**src/hdl/crcls_pkg.sv**
```systemverilog
package crcls_pkg;

    // Position arithmetic.
    localparam int POS_BITS = 18;
    localparam int POS_W    = POS_BITS + 1;
    localparam int WIDE_W   = POS_W + 3;

    // Field widths.
    localparam int MODE_W       = 3;
    localparam int LEN_W        = 16;
    localparam int RSTART_W     = 17;
    localparam int COORD_W      = 17;
    localparam int OFFSET_W     = 16;
    localparam int DIST_W       = 16;
    localparam int CLASS_W      = 2;
    localparam int SPAN_START_W = 18;
    localparam int SPAN_END_W   = 19;
    localparam int COUNT_W      = 2;

    // Stream packing.
    localparam int S_TDATA_W = 40;
    localparam int S_TUSER_W = 4;
    localparam int M_TDATA_W = 56;
    localparam int M_TUSER_W = 2;

    // Configuration port.
    localparam int CFG_INDEX_W = 3;
    localparam int CFG_DATA_W  = 17;

    localparam logic [CFG_INDEX_W-1:0] CFG_TARGET_START     = 3'd0;
    localparam logic [CFG_INDEX_W-1:0] CFG_TARGET_END       = 3'd1;
    localparam logic [CFG_INDEX_W-1:0] CFG_CUT_OFFSET       = 3'd2;
    localparam logic [CFG_INDEX_W-1:0] CFG_DISTANCE_CUT     = 3'd3;
    localparam logic [CFG_INDEX_W-1:0] CFG_REFERENCE_LENGTH = 3'd4;

    // CIGAR operation kinds.
    localparam logic [MODE_W-1:0] MODE_MATCH    = 3'd0;
    localparam logic [MODE_W-1:0] MODE_DELETION = 3'd1;
    localparam logic [MODE_W-1:0] MODE_INSERT   = 3'd2;
    localparam logic [MODE_W-1:0] MODE_OTHER    = 3'd3;
    localparam logic [MODE_W-1:0] MODE_NONE     = 3'd4;

    // Read classes.
    localparam logic [CLASS_W-1:0] CLS_REJECT    = 2'd0;
    localparam logic [CLASS_W-1:0] CLS_ORDINARY  = 2'd1;
    localparam logic [CLASS_W-1:0] CLS_LARGE_DEL = 2'd2;

    // Thresholds.
    localparam logic [DIST_W-1:0]         DIST_SAT      = 16'd50000;
    localparam logic signed [WIDE_W-1:0]  NEAR_CUT_W    = 13;
    localparam logic [LEN_W-1:0]          LONG_DEL      = 16'd50;
    localparam logic [LEN_W-1:0]          MIN_SECOND    = 16'd13;
    localparam logic [WIDE_W-1:0]         EDGE_MARGIN_W = 40;
    localparam logic [SPAN_START_W-1:0]   EDGE_MARGIN_S = 18'd40;
    localparam logic [COUNT_W-1:0]        COUNT_SAT     = 2'd2;

    typedef struct packed {
        logic rej;
        logic del;
        logic ins;
    } read_flags_t;

    function automatic logic [WIDE_W-1:0] abs_diff(input logic signed [WIDE_W-1:0] a,
                                                   input logic signed [WIDE_W-1:0] b);
        logic signed [WIDE_W-1:0] d;
        d = (a > b) ? (a - b) : (b - a);
        return WIDE_W'(d);
    endfunction

endpackage

```
**src/hdl/cigar_read_classifier_unit.sv**
```systemverilog
// Channel   Direction  Transaction                 Payload
// s_axis    in         one CIGAR operation         tdata: op_length, ref_start; tuser: mode,
//                                                  first_op; tlast: last_op
// m_axis    out        one read classification     tdata: spans, distance, flags;
//                                                  tuser: read_class
// cfg       in         one register write          cfg_index, cfg_data
//
// Every operation passes the input register, where the read state is updated by a
// single pass of adds and compares, so one transaction is accepted per cycle while
// no last operation is held; an operation marked last writes its classification into
// the result register as it moves on; the result register holds it until it is taken.
// A stall on m_axis only holds back an operation marked last; other operations keep
// flowing past a waiting result.
// Reset is synchronous and active low; it clears configuration and read state.
module cigar_read_classifier_unit import crcls_pkg::*; (
    input  logic                   aclk,
    input  logic                   aresetn,

    input  logic                   s_axis_tvalid,
    output logic                   s_axis_tready,
    // [15:0] op_length, [32:16] ref_start, [39:33] zero.
    input  logic [S_TDATA_W-1:0]   s_axis_tdata,
    // [2:0] mode, [3] first_op.
    input  logic [S_TUSER_W-1:0]   s_axis_tuser,
    input  logic                   s_axis_tlast,

    output logic                   m_axis_tvalid,
    input  logic                   m_axis_tready,
    // [17:0] span_start, [36:18] span_end, [52:37] cut_distance,
    // [53] overlaps_target, [54] insertion_near_cut, [55] deletion_near_cut.
    output logic [M_TDATA_W-1:0]   m_axis_tdata,
    // [1:0] read_class.
    output logic [M_TUSER_W-1:0]   m_axis_tuser,

    input  logic                   cfg_valid,
    output logic                   cfg_ready,
    input  logic [CFG_INDEX_W-1:0] cfg_index,
    input  logic [CFG_DATA_W-1:0]  cfg_data
);

    // Configuration registers.
    logic [COORD_W-1:0]  target_start_reg;
    logic [COORD_W-1:0]  target_end_reg;
    logic [OFFSET_W-1:0] cut_offset_reg;
    logic [DIST_W-1:0]   distance_cut_reg;
    logic [COORD_W-1:0]  reference_length_reg;

    // Input register.
    logic                in_valid_reg;
    logic [MODE_W-1:0]   in_mode_reg;
    logic [LEN_W-1:0]    in_len_reg;
    logic [RSTART_W-1:0] in_rs_reg;
    logic                in_first_reg;
    logic                in_last_reg;

    // Read state.
    logic [POS_W-1:0]        pos_reg,       pos_next;
    logic [SPAN_START_W-1:0] start_reg,     start_next;
    logic [DIST_W-1:0]       near_reg,      near_next;
    logic [COUNT_W-1:0]      ldel_cnt_reg,  ldel_cnt_next;
    logic [LEN_W-1:0]        lmatch_reg,    lmatch_next;
    logic [LEN_W-1:0]        smatch_reg,    smatch_next;
    logic [COUNT_W-1:0]      match_cnt_reg, match_cnt_next;
    read_flags_t             flags_reg,     flags_next;

    // Result register.
    logic                    out_valid_reg;
    logic [CLASS_W-1:0]      out_class_reg,  out_class_next;
    logic [SPAN_START_W-1:0] out_start_reg,  out_start_next;
    logic [SPAN_END_W-1:0]   out_end_reg,    out_end_next;
    logic [DIST_W-1:0]       out_dist_reg,   out_dist_next;
    logic                    out_ovl_reg,    out_ovl_next;
    logic                    out_ins_reg,    out_ins_next;
    logic                    out_del_reg,    out_del_next;

    logic in_accept;
    logic advance;

    // Working values of the single pass.
    logic [SPAN_START_W-1:0]  start_one;
    logic [POS_W-1:0]         cur_pos;
    logic [SPAN_START_W-1:0]  cur_start;
    logic [DIST_W-1:0]        cur_near;
    read_flags_t              cur_flags;
    logic signed [WIDE_W-1:0] pos_w, len_w, cut_w, ts_w, te_w, rl_w, end_w, pos_new;
    logic [WIDE_W-1:0]        d_cut, d_ts, d_te, d_edge;
    logic [DIST_W-1:0]        near_step, near_end;
    logic                     meets_target;

    // The input register moves on unless it holds a last operation whose result
    // cannot yet be written.
    assign advance       = in_valid_reg && (!in_last_reg || !out_valid_reg || m_axis_tready);
    assign s_axis_tready = !in_valid_reg || advance;
    assign in_accept     = s_axis_tvalid && s_axis_tready;
    assign cfg_ready     = 1'b1;

    always_ff @(posedge aclk) begin
        if (!aresetn) begin
            target_start_reg     <= '0;
            target_end_reg       <= '0;
            cut_offset_reg       <= '0;
            distance_cut_reg     <= '0;
            reference_length_reg <= '0;
        end else if (cfg_valid) begin
            unique case (cfg_index)
                CFG_TARGET_START:     target_start_reg     <= cfg_data[COORD_W-1:0];
                CFG_TARGET_END:       target_end_reg       <= cfg_data[COORD_W-1:0];
                CFG_CUT_OFFSET:       cut_offset_reg       <= cfg_data[OFFSET_W-1:0];
                CFG_DISTANCE_CUT:     distance_cut_reg     <= cfg_data[DIST_W-1:0];
                CFG_REFERENCE_LENGTH: reference_length_reg <= cfg_data[COORD_W-1:0];
                default: begin
                end
            endcase
        end
    end

    always_ff @(posedge aclk) begin
        if (!aresetn) begin
            in_valid_reg <= 1'b0;
        end else if (in_accept) begin
            in_valid_reg <= 1'b1;
        end else if (advance) begin
            in_valid_reg <= 1'b0;
        end
        if (in_accept) begin
            in_mode_reg  <= s_axis_tuser[MODE_W-1:0];
            in_first_reg <= s_axis_tuser[MODE_W];
            in_len_reg   <= s_axis_tdata[LEN_W-1:0];
            in_rs_reg    <= s_axis_tdata[LEN_W+RSTART_W-1:LEN_W];
            in_last_reg  <= s_axis_tlast;
        end
    end

    always_ff @(posedge aclk) begin
        if (!aresetn) begin
            pos_reg       <= '0;
            start_reg     <= '0;
            near_reg      <= DIST_SAT;
            ldel_cnt_reg  <= '0;
            lmatch_reg    <= '0;
            smatch_reg    <= '0;
            match_cnt_reg <= '0;
            flags_reg     <= '0;
        end else if (advance) begin
            pos_reg       <= pos_next;
            start_reg     <= start_next;
            near_reg      <= near_next;
            ldel_cnt_reg  <= ldel_cnt_next;
            lmatch_reg    <= lmatch_next;
            smatch_reg    <= smatch_next;
            match_cnt_reg <= match_cnt_next;
            flags_reg     <= flags_next;
        end
    end

    always_ff @(posedge aclk) begin
        if (!aresetn) begin
            out_valid_reg <= 1'b0;
        end else if (advance && in_last_reg) begin
            out_valid_reg <= 1'b1;
        end else if (m_axis_tready) begin
            out_valid_reg <= 1'b0;
        end
        if (advance && in_last_reg) begin
            out_class_reg <= out_class_next;
            out_start_reg <= out_start_next;
            out_end_reg   <= out_end_next;
            out_dist_reg  <= out_dist_next;
            out_ovl_reg   <= out_ovl_next;
            out_ins_reg   <= out_ins_next;
            out_del_reg   <= out_del_next;
        end
    end

    always_comb begin
        // A first operation starts from a fresh read state.
        start_one      = {1'b0, in_rs_reg} + SPAN_START_W'(1);
        cur_pos        = pos_reg;
        cur_start      = start_reg;
        cur_near       = near_reg;
        cur_flags      = flags_reg;
        ldel_cnt_next  = ldel_cnt_reg;
        lmatch_next    = lmatch_reg;
        smatch_next    = smatch_reg;
        match_cnt_next = match_cnt_reg;
        if (in_first_reg) begin
            cur_pos        = POS_W'(start_one);
            cur_start      = start_one;
            cur_near       = DIST_SAT;
            cur_flags      = '0;
            cur_flags.rej  = start_one < EDGE_MARGIN_S;
            ldel_cnt_next  = '0;
            lmatch_next    = '0;
            smatch_next    = '0;
            match_cnt_next = '0;
        end
        flags_next = cur_flags;
        if (in_mode_reg == MODE_NONE) begin
            flags_next.rej = 1'b1;
        end
        start_next = cur_start;

        pos_w = {{(WIDE_W-POS_W){cur_pos[POS_W-1]}}, cur_pos};
        len_w = {{(WIDE_W-LEN_W){1'b0}}, in_len_reg};
        ts_w  = {{(WIDE_W-COORD_W){1'b0}}, target_start_reg};
        te_w  = {{(WIDE_W-COORD_W){1'b0}}, target_end_reg};
        rl_w  = {{(WIDE_W-COORD_W){1'b0}}, reference_length_reg};
        cut_w = ts_w + {{(WIDE_W-OFFSET_W){1'b0}}, cut_offset_reg};

        // Fold the distance from the position before this operation.
        d_cut     = abs_diff(pos_w, cut_w);
        near_step = (d_cut < {{(WIDE_W-DIST_W){1'b0}}, cur_near}) ? d_cut[DIST_W-1:0]
                                                                  : cur_near;

        pos_new = pos_w;
        case (in_mode_reg)
            MODE_MATCH: begin
                if (in_len_reg > lmatch_next) begin
                    smatch_next = lmatch_next;
                    lmatch_next = in_len_reg;
                end else if (in_len_reg > smatch_next) begin
                    smatch_next = in_len_reg;
                end
                if (match_cnt_next < COUNT_SAT) begin
                    match_cnt_next = match_cnt_next + COUNT_W'(1);
                end
                pos_new = pos_w + len_w;
            end
            MODE_DELETION: begin
                if (in_len_reg >= LONG_DEL && ldel_cnt_next < COUNT_SAT) begin
                    ldel_cnt_next = ldel_cnt_next + COUNT_W'(1);
                end
                if (!((pos_w + len_w < cut_w - NEAR_CUT_W) || (cut_w + NEAR_CUT_W < pos_w))) begin
                    flags_next.del = 1'b1;
                end
                pos_new = pos_w + len_w;
            end
            MODE_INSERT: begin
                if (!((pos_w < cut_w - NEAR_CUT_W) || (cut_w + NEAR_CUT_W < pos_w - len_w))) begin
                    flags_next.ins = 1'b1;
                end
                pos_new = pos_w - len_w;
            end
            default: begin
            end
        endcase
        pos_next = pos_new[POS_W-1:0];

        // At the end of a read the end position is also measured against the target bounds.
        end_w    = {{(WIDE_W-POS_W){pos_next[POS_W-1]}}, pos_next};
        d_ts     = abs_diff(end_w, ts_w);
        d_te     = abs_diff(end_w, te_w);
        near_end = near_step;
        if (d_ts < {{(WIDE_W-DIST_W){1'b0}}, near_end}) begin
            near_end = d_ts[DIST_W-1:0];
        end
        if (d_te < {{(WIDE_W-DIST_W){1'b0}}, near_end}) begin
            near_end = d_te[DIST_W-1:0];
        end
        near_next = in_last_reg ? near_end : near_step;

        meets_target = !((end_w < ts_w) || ({1'b0, target_end_reg} < cur_start));
        d_edge       = abs_diff(rl_w, end_w);

        out_class_next = CLS_ORDINARY;
        out_start_next = cur_start;
        out_end_next   = SPAN_END_W'(pos_next);
        out_dist_next  = DIST_SAT;
        out_ovl_next   = 1'b0;
        out_ins_next   = flags_next.ins;
        out_del_next   = flags_next.del;
        if (flags_next.rej) begin
            // Unaligned or too close to the reference start: class, spans and flags are cleared.
            out_class_next = CLS_REJECT;
            out_start_next = '0;
            out_end_next   = '0;
            out_ins_next   = 1'b0;
            out_del_next   = 1'b0;
        end else if (ldel_cnt_next >= COUNT_SAT) begin
            // Two long deletions make the read ambiguous.
            out_class_next = CLS_REJECT;
        end else begin
            out_ovl_next = meets_target && (near_next < distance_cut_reg);
            // A long deletion has been seen exactly when the deletion count is nonzero.
            if (match_cnt_next == COUNT_W'(1)) begin
                out_class_next = CLS_ORDINARY;
            end else if (ldel_cnt_next != '0 && smatch_next >= MIN_SECOND) begin
                if (out_ovl_next) begin
                    out_dist_next = near_next;
                    if (d_edge < EDGE_MARGIN_W) begin
                        out_class_next = CLS_REJECT;
                        out_start_next = '0;
                        out_end_next   = '0;
                    end else begin
                        out_class_next = CLS_LARGE_DEL;
                    end
                end else begin
                    out_class_next = CLS_REJECT;
                end
            end else begin
                out_class_next = CLS_ORDINARY;
            end
        end
    end

    assign m_axis_tvalid = out_valid_reg;
    assign m_axis_tuser  = out_class_reg;
    assign m_axis_tdata  = {out_del_reg, out_ins_reg, out_ovl_reg, out_dist_reg,
                            out_end_reg, out_start_reg};

endmodule

```
**config.mk**
```make
export PLATFORM = sky130hd
export DESIGN_NAME = cigar_read_classifier_unit
export DESIGN_NICKNAME = d
export VERILOG_FILES = /design/src/hdl/crcls_pkg.sv /design/src/hdl/cigar_read_classifier_unit.sv
export SDC_FILE = /design/constraint.sdc
export NUM_CORES = 1
export LEC_CHECK = 0
export BUFFER_PORTS_ARGS = -buffer_cell sky130_fd_sc_hd__buf_2
export CORE_UTILIZATION = 23
export CTS_BUF_LIST = sky130_fd_sc_hd__clkbuf_8 sky130_fd_sc_hd__clkbuf_16
export DETAILED_ROUTE_END_ITERATION = 16
export MAX_ROUTING_LAYER = met4
export PLACE_DENSITY = 0.46
export RECOVER_POWER = 100
export SLEW_MARGIN = 0
export SYNTH_ARGS = -nofsm -noshare
export SYNTH_HDL_FRONTEND = slang
export SYNTH_SLANG_ARGS = --single-unit
```
**constraint.sdc**
```tcl
create_clock -name aclk -period 31.1 [get_ports aclk]
set_clock_uncertainty 0.2 [all_clocks]
set_input_delay 9.33 -clock aclk [delete_from_list [all_inputs] [get_ports aclk]]
set_output_delay 9.33 -clock aclk [all_outputs]
set_load 0.01 [all_outputs]
```
==> results_dict.tcl, run 1 <==
set metrics [dict create \
    status "finished with violations" \
    violations "max-capacitance violations, max-slew violations" \
    antenna_left 0 \
    post-route-util_pct 26.19 \
    grt_pass1_wl_um 159500 \
    reg2reg_to "out_start_reg[0]$_SDFFCE_PP0P_" \
    finalPower_mw 1.695 \
    finalHoldViolations 0 \
    async_flop_share_pct 0 \
    ys_seq_area_share_pct 24.28 \
    rows 124 \
    firstDrtPassIters 5 \
    r2r_setup_slack_ps 6810 \
    port_buffers 122 \
    grt_antenna_before_repair 3 \
    wire_per_inst_um 22.20 \
    syn_to_final_growth_pct 13.03 \
    cts_root_buf "clkbuf_16" \
    dieArea_um2 116400 \
    yosys-top-cells-area "ha_1 (17%), dfxtp_1 (13%), edfxtp_1 (11%)" \
    ios 131 \
    cts_hold_buf 0 \
    whs_path_depth 2 \
    grt_max_degree 90 \
    layout.cells.most_common_list "nand2_1 (370), ha_1 (368), a21oi_1 (297), nor2_1 (261), inv_1 (256)" \
    insertion_delay_ps 620 \
    netlist.area_leader.share_pct 17.40 \
    ir_worst_vdd_uv 44.62 \
    die_y_um 341.2 \
    viasPerCell 5.032 \
    setup_tns_ps 0 \
    cts_num_sinks 273 \
    drt_iter0_drc 1805 \
    cts_resized 0 \
    pwr_density_cell_nw_per_um2 56.66 \
    synthFlopType "dfxtp_1" \
    grt_usage_pct 18.88 \
    min_path_type "reg -> reg" \
    worstPathArrival_ps 24260 \
    synth_edf_count 96 \
    fp.coreArea_um2 114200 \
    synth_warnings 0 \
    synth.avg_cell_area_um2 7.964 \
    setup-violations-final 0 \
    slew_viol_final 477 \
    min_from "pos_reg[7]$_SDFFE_PN0P_" \
    drive_gt1_share_pct 7.537 \
    dp_hpwl_um 85230 \
    numCtsBuffers 38 \
    layout.cells.most_common "nand2_1" \
    cts_setup_buffers 0 \
    reg2reg_from "in_rs_reg[2]$_DFFE_PP_" \
    cp_slowest_stage_delay_ps 1780 \
    period_share_pct 78.10 \
    cap_viol_max_count 10 \
    vias 24780 \
    drc 0 \
    clk_pin_slew_ps 60 \
    timing.final.crit_period_ps 24290 \
    crit_fanout 29 \
    synth_fp_nets 3770 \
    synth_cell_type_count 106 \
    path_class "reg -> reg" \
    start_util_pct 23.18 \
    yosys.area.top_type "ha_1" \
    grt_pass1_vias 23530 \
    clk_path_buf_depth 3 \
    nNetsFinal 3827 \
    start_kind "register" \
    cts_tree "built" \
    synthCells 3323 \
    fmaxAchievable_mhz 41.17 \
    rsz0062_at_grt "false" \
    tightest_slew_ps 4042 \
    netlist_area_um2 26460 \
    h-tree-depth 2 \
    slowest_stage "o21ai_0" \
    cp-end-kind "register" \
    ys_seq_elements 273 \
    grt_overflow 0 \
    relSlewSlack_pct -169.5 \
    dieWidth_um 341.2 \
    worstPathRequired_ps 31070 \
    reg2reg_depth 72 \
    p_leak_nw 12.21 \
    postRouteWirelength_um 109300 \
    min_to "pos_reg[7]$_SDFFE_PN0P_" \
    place_congestion 0.9503 \
]
[critical path, delay by kind of cell (launching register included)]
kind | cells | cell delay (ps)
AO/OA/AOI/OAI | 35 | 12360
XOR/XNOR | 2 | 290
adder cells (fa/ha/maj) | 5 | 1720
buffers and inverters | 8 | 3310
flip-flops | 1 | 460
multiplexers | 2 | 860
AND/OR/NAND/NOR | 20 | 4580
[final cells by class]
cell class / count / area [um2]
diodes: 2 / 5.005
clock buffers: 42 / 1017
clock inverters: 28 / 311.5
fillers: 12670 / 84280
inverters: 259 / 973.4
multi-input cells: 2635 / 18400
flip-flops and latches: 273 / 6426
well taps: 1512 / 1892
repair buffers: 173 / 884.6
[per-layer routing]
| metal | wire length, um | GRT usage [%] | part of all wire [%] | vias up |
|---|---|---|---|---|
| li1 | - | - | - | 12130 |
| met1 | 51760 | 25.49 | 47 | 11840 |
| met2 | 48050 | 28.79 | 44 | 682 |
| met3 | 5658 | 2.439 | 5.2 | 133 |
| met4 | 3826 | 6.502 | 3.5 | 0 |
| met5 | 0 | - | 0 | - |
[synthesized netlist by cell type, types with 16 or more instances]
| master | instances |
|---|---|
| nand2_1 | 371 |
| nand3_1 | 48 |
| a31oi_1 | 36 |
| a22oi_1 | 23 |
| o21ai_0 | 160 |
| and2_1 | 27 |
| o211ai_1 | 30 |
| ha_1 | 368 |
| mux2i_1 | 48 |
| a211oi_1 | 62 |
| and3_1 | 21 |
| buf_2 | 26 |
| nand2b_1 | 34 |
| a21o_1 | 112 |
| xnor2_1 | 111 |
| xor2_1 | 26 |
| nor2b_1 | 44 |
| a221oi_1 | 19 |
| edfxtp_1 | 96 |
| dfxtp_1 | 177 |
| inv_1 | 251 |
| nor3_1 | 82 |
| nand4_1 | 47 |
| clkbuf_1 | 115 |
| a222oi_1 | 16 |
| o21a_1 | 71 |
| o21bai_1 | 17 |
| a21oi_1 | 298 |
| nor2_1 | 261 |
| or2_2 | 22 |
[kinds of logic (layout without fill, tap and decap cells)]
group           count (synthesis)  count (layout)  synth area share (%)
compound gates               1031            1031                 26.38
xor+xnor                      139             139                 4.657
fa+ha+maj                     377             377                 18.08
simple gates                 1024            1024                 17.98
flops                         273             273                 24.28
buf+inv                       415             502                 6.137
mux                            62              62                 2.454
other cells                     2               4               0.02838
[per-stage QoR]
step                      std cells  hold WS [ps]  area (um2)  setup slack (ps)
after CTS                      4922         251.2       30070             11220
after global routing           4923         272.2       29910              5892
final                          4924         250.6       29910              6812
after global placement         4852         240.0       28740             11070
after floorplan                3323         233.2       26460             11890
after detailed placement       4852         243.4       28740             11320
[worst max path at each step]
stage	start	to	cells after the start
3_3_place_gp	in_rs_reg[0]$_DFFE_PP_	out_start_reg[0]$_SDFFCE_PP0P_	72
2_1_floorplan	m_axis_tready	s_axis_tready	2
5_1_grt	in_rs_reg[2]$_DFFE_PP_	out_start_reg[0]$_SDFFCE_PP0P_	72
3_5_place_dp	in_rs_reg[0]$_DFFE_PP_	out_start_reg[0]$_SDFFCE_PP0P_	72
6_report	in_rs_reg[2]$_DFFE_PP_	out_start_reg[0]$_SDFFCE_PP0P_	72
4_1_cts	in_rs_reg[0]$_DFFE_PP_	out_start_reg[0]$_SDFFCE_PP0P_	72
[report_power, final]
part	total [mW]	internal, mW	leakage (nW)	switching, mW
combinational	0.826	0.295	9.21	0.531
sequential	0.400	0.386	2.32	0.0141
clock	0.468	0.280	0.684	0.188
(Power assumes the default switching activity.)
==> run 2, diff against run 1 <==
--- a/config.mk
+++ b/config.mk
@@ -5,6 +5,7 @@
 export SDC_FILE = /design/constraint.sdc
 export NUM_CORES = 1
 export LEC_CHECK = 0
+export ABC_AREA = 1
 export BUFFER_PORTS_ARGS = -buffer_cell sky130_fd_sc_hd__buf_2
 export CORE_UTILIZATION = 23
 export CTS_BUF_LIST = sky130_fd_sc_hd__clkbuf_8 sky130_fd_sc_hd__clkbuf_16
==> constraint.sdc (replaced) <==
create_clock -name aclk -period 22.5 [get_ports aclk]
set_clock_uncertainty 0.2 [all_clocks]
set_input_delay 6.75 -clock aclk [delete_from_list [all_inputs] [get_ports aclk]]
set_output_delay 6.75 -clock aclk [all_outputs]
set_load 0.01 [all_outputs]
==> run 2 against run 1 <==
The flow still finishes with violations (max-capacitance violations, max-slew violations). Largest cell class unchanged. Largest power group unchanged. Critical endpoint is now out_dist_reg[0]$_SDFFCE_PP0P_. Core utilization up 0.090 points. Maximum frequency rose by 35%. Sequential power is 39% higher.
==> results_dict.tcl, run 2 <==
set metrics [dict create \
    drc 0 \
    dp.cells 5351 \
    layout.cells.most_common_list "nand2_1 (736), inv_1 (549), a21oi_1 (418), ha_1 (368), o21ai_0 (351)" \
    antenna_left 0 \
    combPwrFrac_pct 46.3 \
    fmaxAchievable_mhz 55.63 \
    wire_per_inst_um 18.62 \
    nNetsFinal 4336 \
    cts_root_buf "clkbuf_16" \
    viasPerCell 4.661 \
    worstPathRequired_ps 22660 \
    grt_overflow 0 \
    finalPower_mw 2.194 \
    worstPathArrival_ps 18130 \
    ios 131 \
    reg2reg_depth 66 \
    whs_path_depth 2 \
    dieWidth_um 340.7 \
    slew_viol_final 505 \
    violations "max-capacitance violations, max-slew violations" \
    ys_seq_area_share_pct 24.36 \
    netlist_area_um2 26380 \
    placed_area_um2 28690 \
    synthCells 3805 \
    grt_usage_pct 17.49 \
    period_share_pct 79.90 \
    final_area_um2 29730 \
    drt_iter0_drc 1883 \
    setup-violations-final 0 \
    timing.final.crit_period_ps 17980 \
    rsz0062_at_grt "false" \
    crit_fanout 43 \
    synth_fp_nets 4252 \
    cts_num_sinks 273 \
    cp_slowest_stage_delay_ps 1680 \
    yosysMostFrequentCell "nand2_1" \
    dp_hpwl_um 81370 \
    pwr_density_cell_nw_per_um2 73.79 \
    p_int_mw 1.231 \
    insertion_delay_ps 600 \
    place_congestion 0.9112 \
    drive_gt1_share_pct 6.791 \
    layout.cells.most_common "nand2_1" \
    port_buffers 122 \
    start_util_pct 23.32 \
    synth_edf_count 96 \
    p_sw_mw 0.9631 \
    postRouteWirelength_um 100900 \
    slowest_stage "clkbuf_1" \
    grt_antenna_before_repair 11 \
    numCtsBuffers 36 \
    tightest_slew_ps 3713 \
    clk_path_buf_depth 3 \
    setup_tns_ps 0 \
    start_kind "register" \
    cts_hold_buf 0 \
    relSlewSlack_pct -147.6 \
    synthFlopType "dfxtp_1" \
    min_path_type "reg -> reg" \
    ys_seq_elements 273 \
    grt_pass1_vias 24060 \
    p_seq_share_pct 25.2 \
    switching_share_pct 43.90 \
    ir_worst_vdd_uv 50.84 \
    clk_pin_slew_ps 60 \
    p_leak_nw 14.01 \
    syn_to_final_growth_pct 12.70 \
    fin_cells 5420 \
    cp-end-kind "register" \
    yosys-top-cells-area "ha_1 (17%), dfxtp_1 (13%), edfxtp_1 (11%)" \
    firstDrtPassIters 6 \
    grt_max_degree 87 \
    preCtsSetupSlack_ps 7300 \
    cts_resized 0 \
    cap_viol_max_count 9 \
    async_flop_share_pct 0 \
    netlist.area_leader.share_pct 17.45 \
    cts_tree "built" \
    path_class "reg -> reg" \
    h-tree-depth 2 \
    cts_setup_buffers 0 \
    synth_warnings 0 \
    clkPwrFrac_pct 28.5 \
    status "finished with violations" \
    grt_pass1_wl_um 149800 \
    dieArea_um2 116100 \
    layout_setup_ws_ps 4523 \
    fin_hold_ws_ps 261.9 \
    fp.coreArea_um2 113100 \
    synth.avg_cell_area_um2 6.933 \
    vias 25260 \
    post-route-util_pct 26.28 \
    die_y_um 340.7 \
    yosys.area.top_type "ha_1" \
    ys_top_cells_by_count "nand2_1 (707), inv_1 (544), a21oi_1 (417)" \
    synth_cell_type_count 68 \
    rows 123 \
    finalHoldViolations 0 \
]
## run 2: cell types whose count changed after synthesis, sizes merged, moves of 87 or more
cell / previous run / this run
a21oi: 302 / 421
a21o: 112 / 13
inv: 256 / 597
xnor2: 113 / 26
nand2: 371 / 760
o21ai: 170 / 361
## run 2: path summary, 6_finish.rpt
| kind | endpoint | from | slack [ps] |
|---|---|---|---|
| worst min-delay path | distance_cut_reg[3]$_SDFFE_PN0P_ | distance_cut_reg[3]$_SDFFE_PN0P_ | 260 |
| worst min register to register | distance_cut_reg[3]$_SDFFE_PN0P_ | distance_cut_reg[3]$_SDFFE_PN0P_ | 260 |
| worst max register to register | out_dist_reg[0]$_SDFFCE_PP0P_ | in_first_reg$_DFFE_PP_ | 4520 |
| worst max-delay path | out_dist_reg[0]$_SDFFCE_PP0P_ | in_first_reg$_DFFE_PP_ | 4520 |
## run 2: critical path: cells and delay by family (launching register included)
family,cells,cell delay [ps]
multiplexers,1,270
buffers and inverters,17,6130
flip-flops,1,350
AND/OR/NAND/NOR,27,5280
XOR/XNOR,1,180
AO/OA/AOI/OAI,15,3600
adder cells (fa/ha/maj),5,1670
## run 2: power groups by stage
| stage | clock network (mW) | logic, mW | registers (mW) |
|---|---|---|---|
| floorplan | 0 | 0.705 | 0.559 |
| global placement | 0 | 1.01 | 0.563 |
| detailed placement | 0 | 1.01 | 0.564 |
| CTS | 0.644 | 1.02 | 0.553 |
| global route | 0.660 | 1.14 | 0.556 |
| finish | 0.625 | 1.02 | 0.554 |
## run 2: layer usage
metal	wire length [um]	vias up	GRT usage, %	share of wire (%)
met4	4553	0	7.147	4.5
met5	0	-	-	0
met1	46530	11630	22.57	46
met2	44920	606	27.55	45
met3	4908	164	2.172	4.9
li1	-	12860	-	-
## run 2: kinds of logic (layout without fill, tap and decap cells)
kind of cell    after synthesis  after routing  share of synthesized area (%)
compound gates              974            974                          20.54
flops                       273            273                          24.36
xor+xnor                    137            137                          4.548
other cells                   2              5                        0.02847
fa+ha+maj                   377            377                          18.14
mux                          17             17                         0.6450
buf+inv                     725            837                          10.60
simple gates               1300           1300                          21.14
## run 2: cell type report
cell class,instances,area [um2]
flip-flops and latches,273,6426
inverters,604,2267
diodes,3,7.507
repair buffers,167,827.0
fillers,12760,83380
well taps,1500,1877
multi-input cells,2807,17100
clock buffers,38,928.4
clock inverters,28,301.5
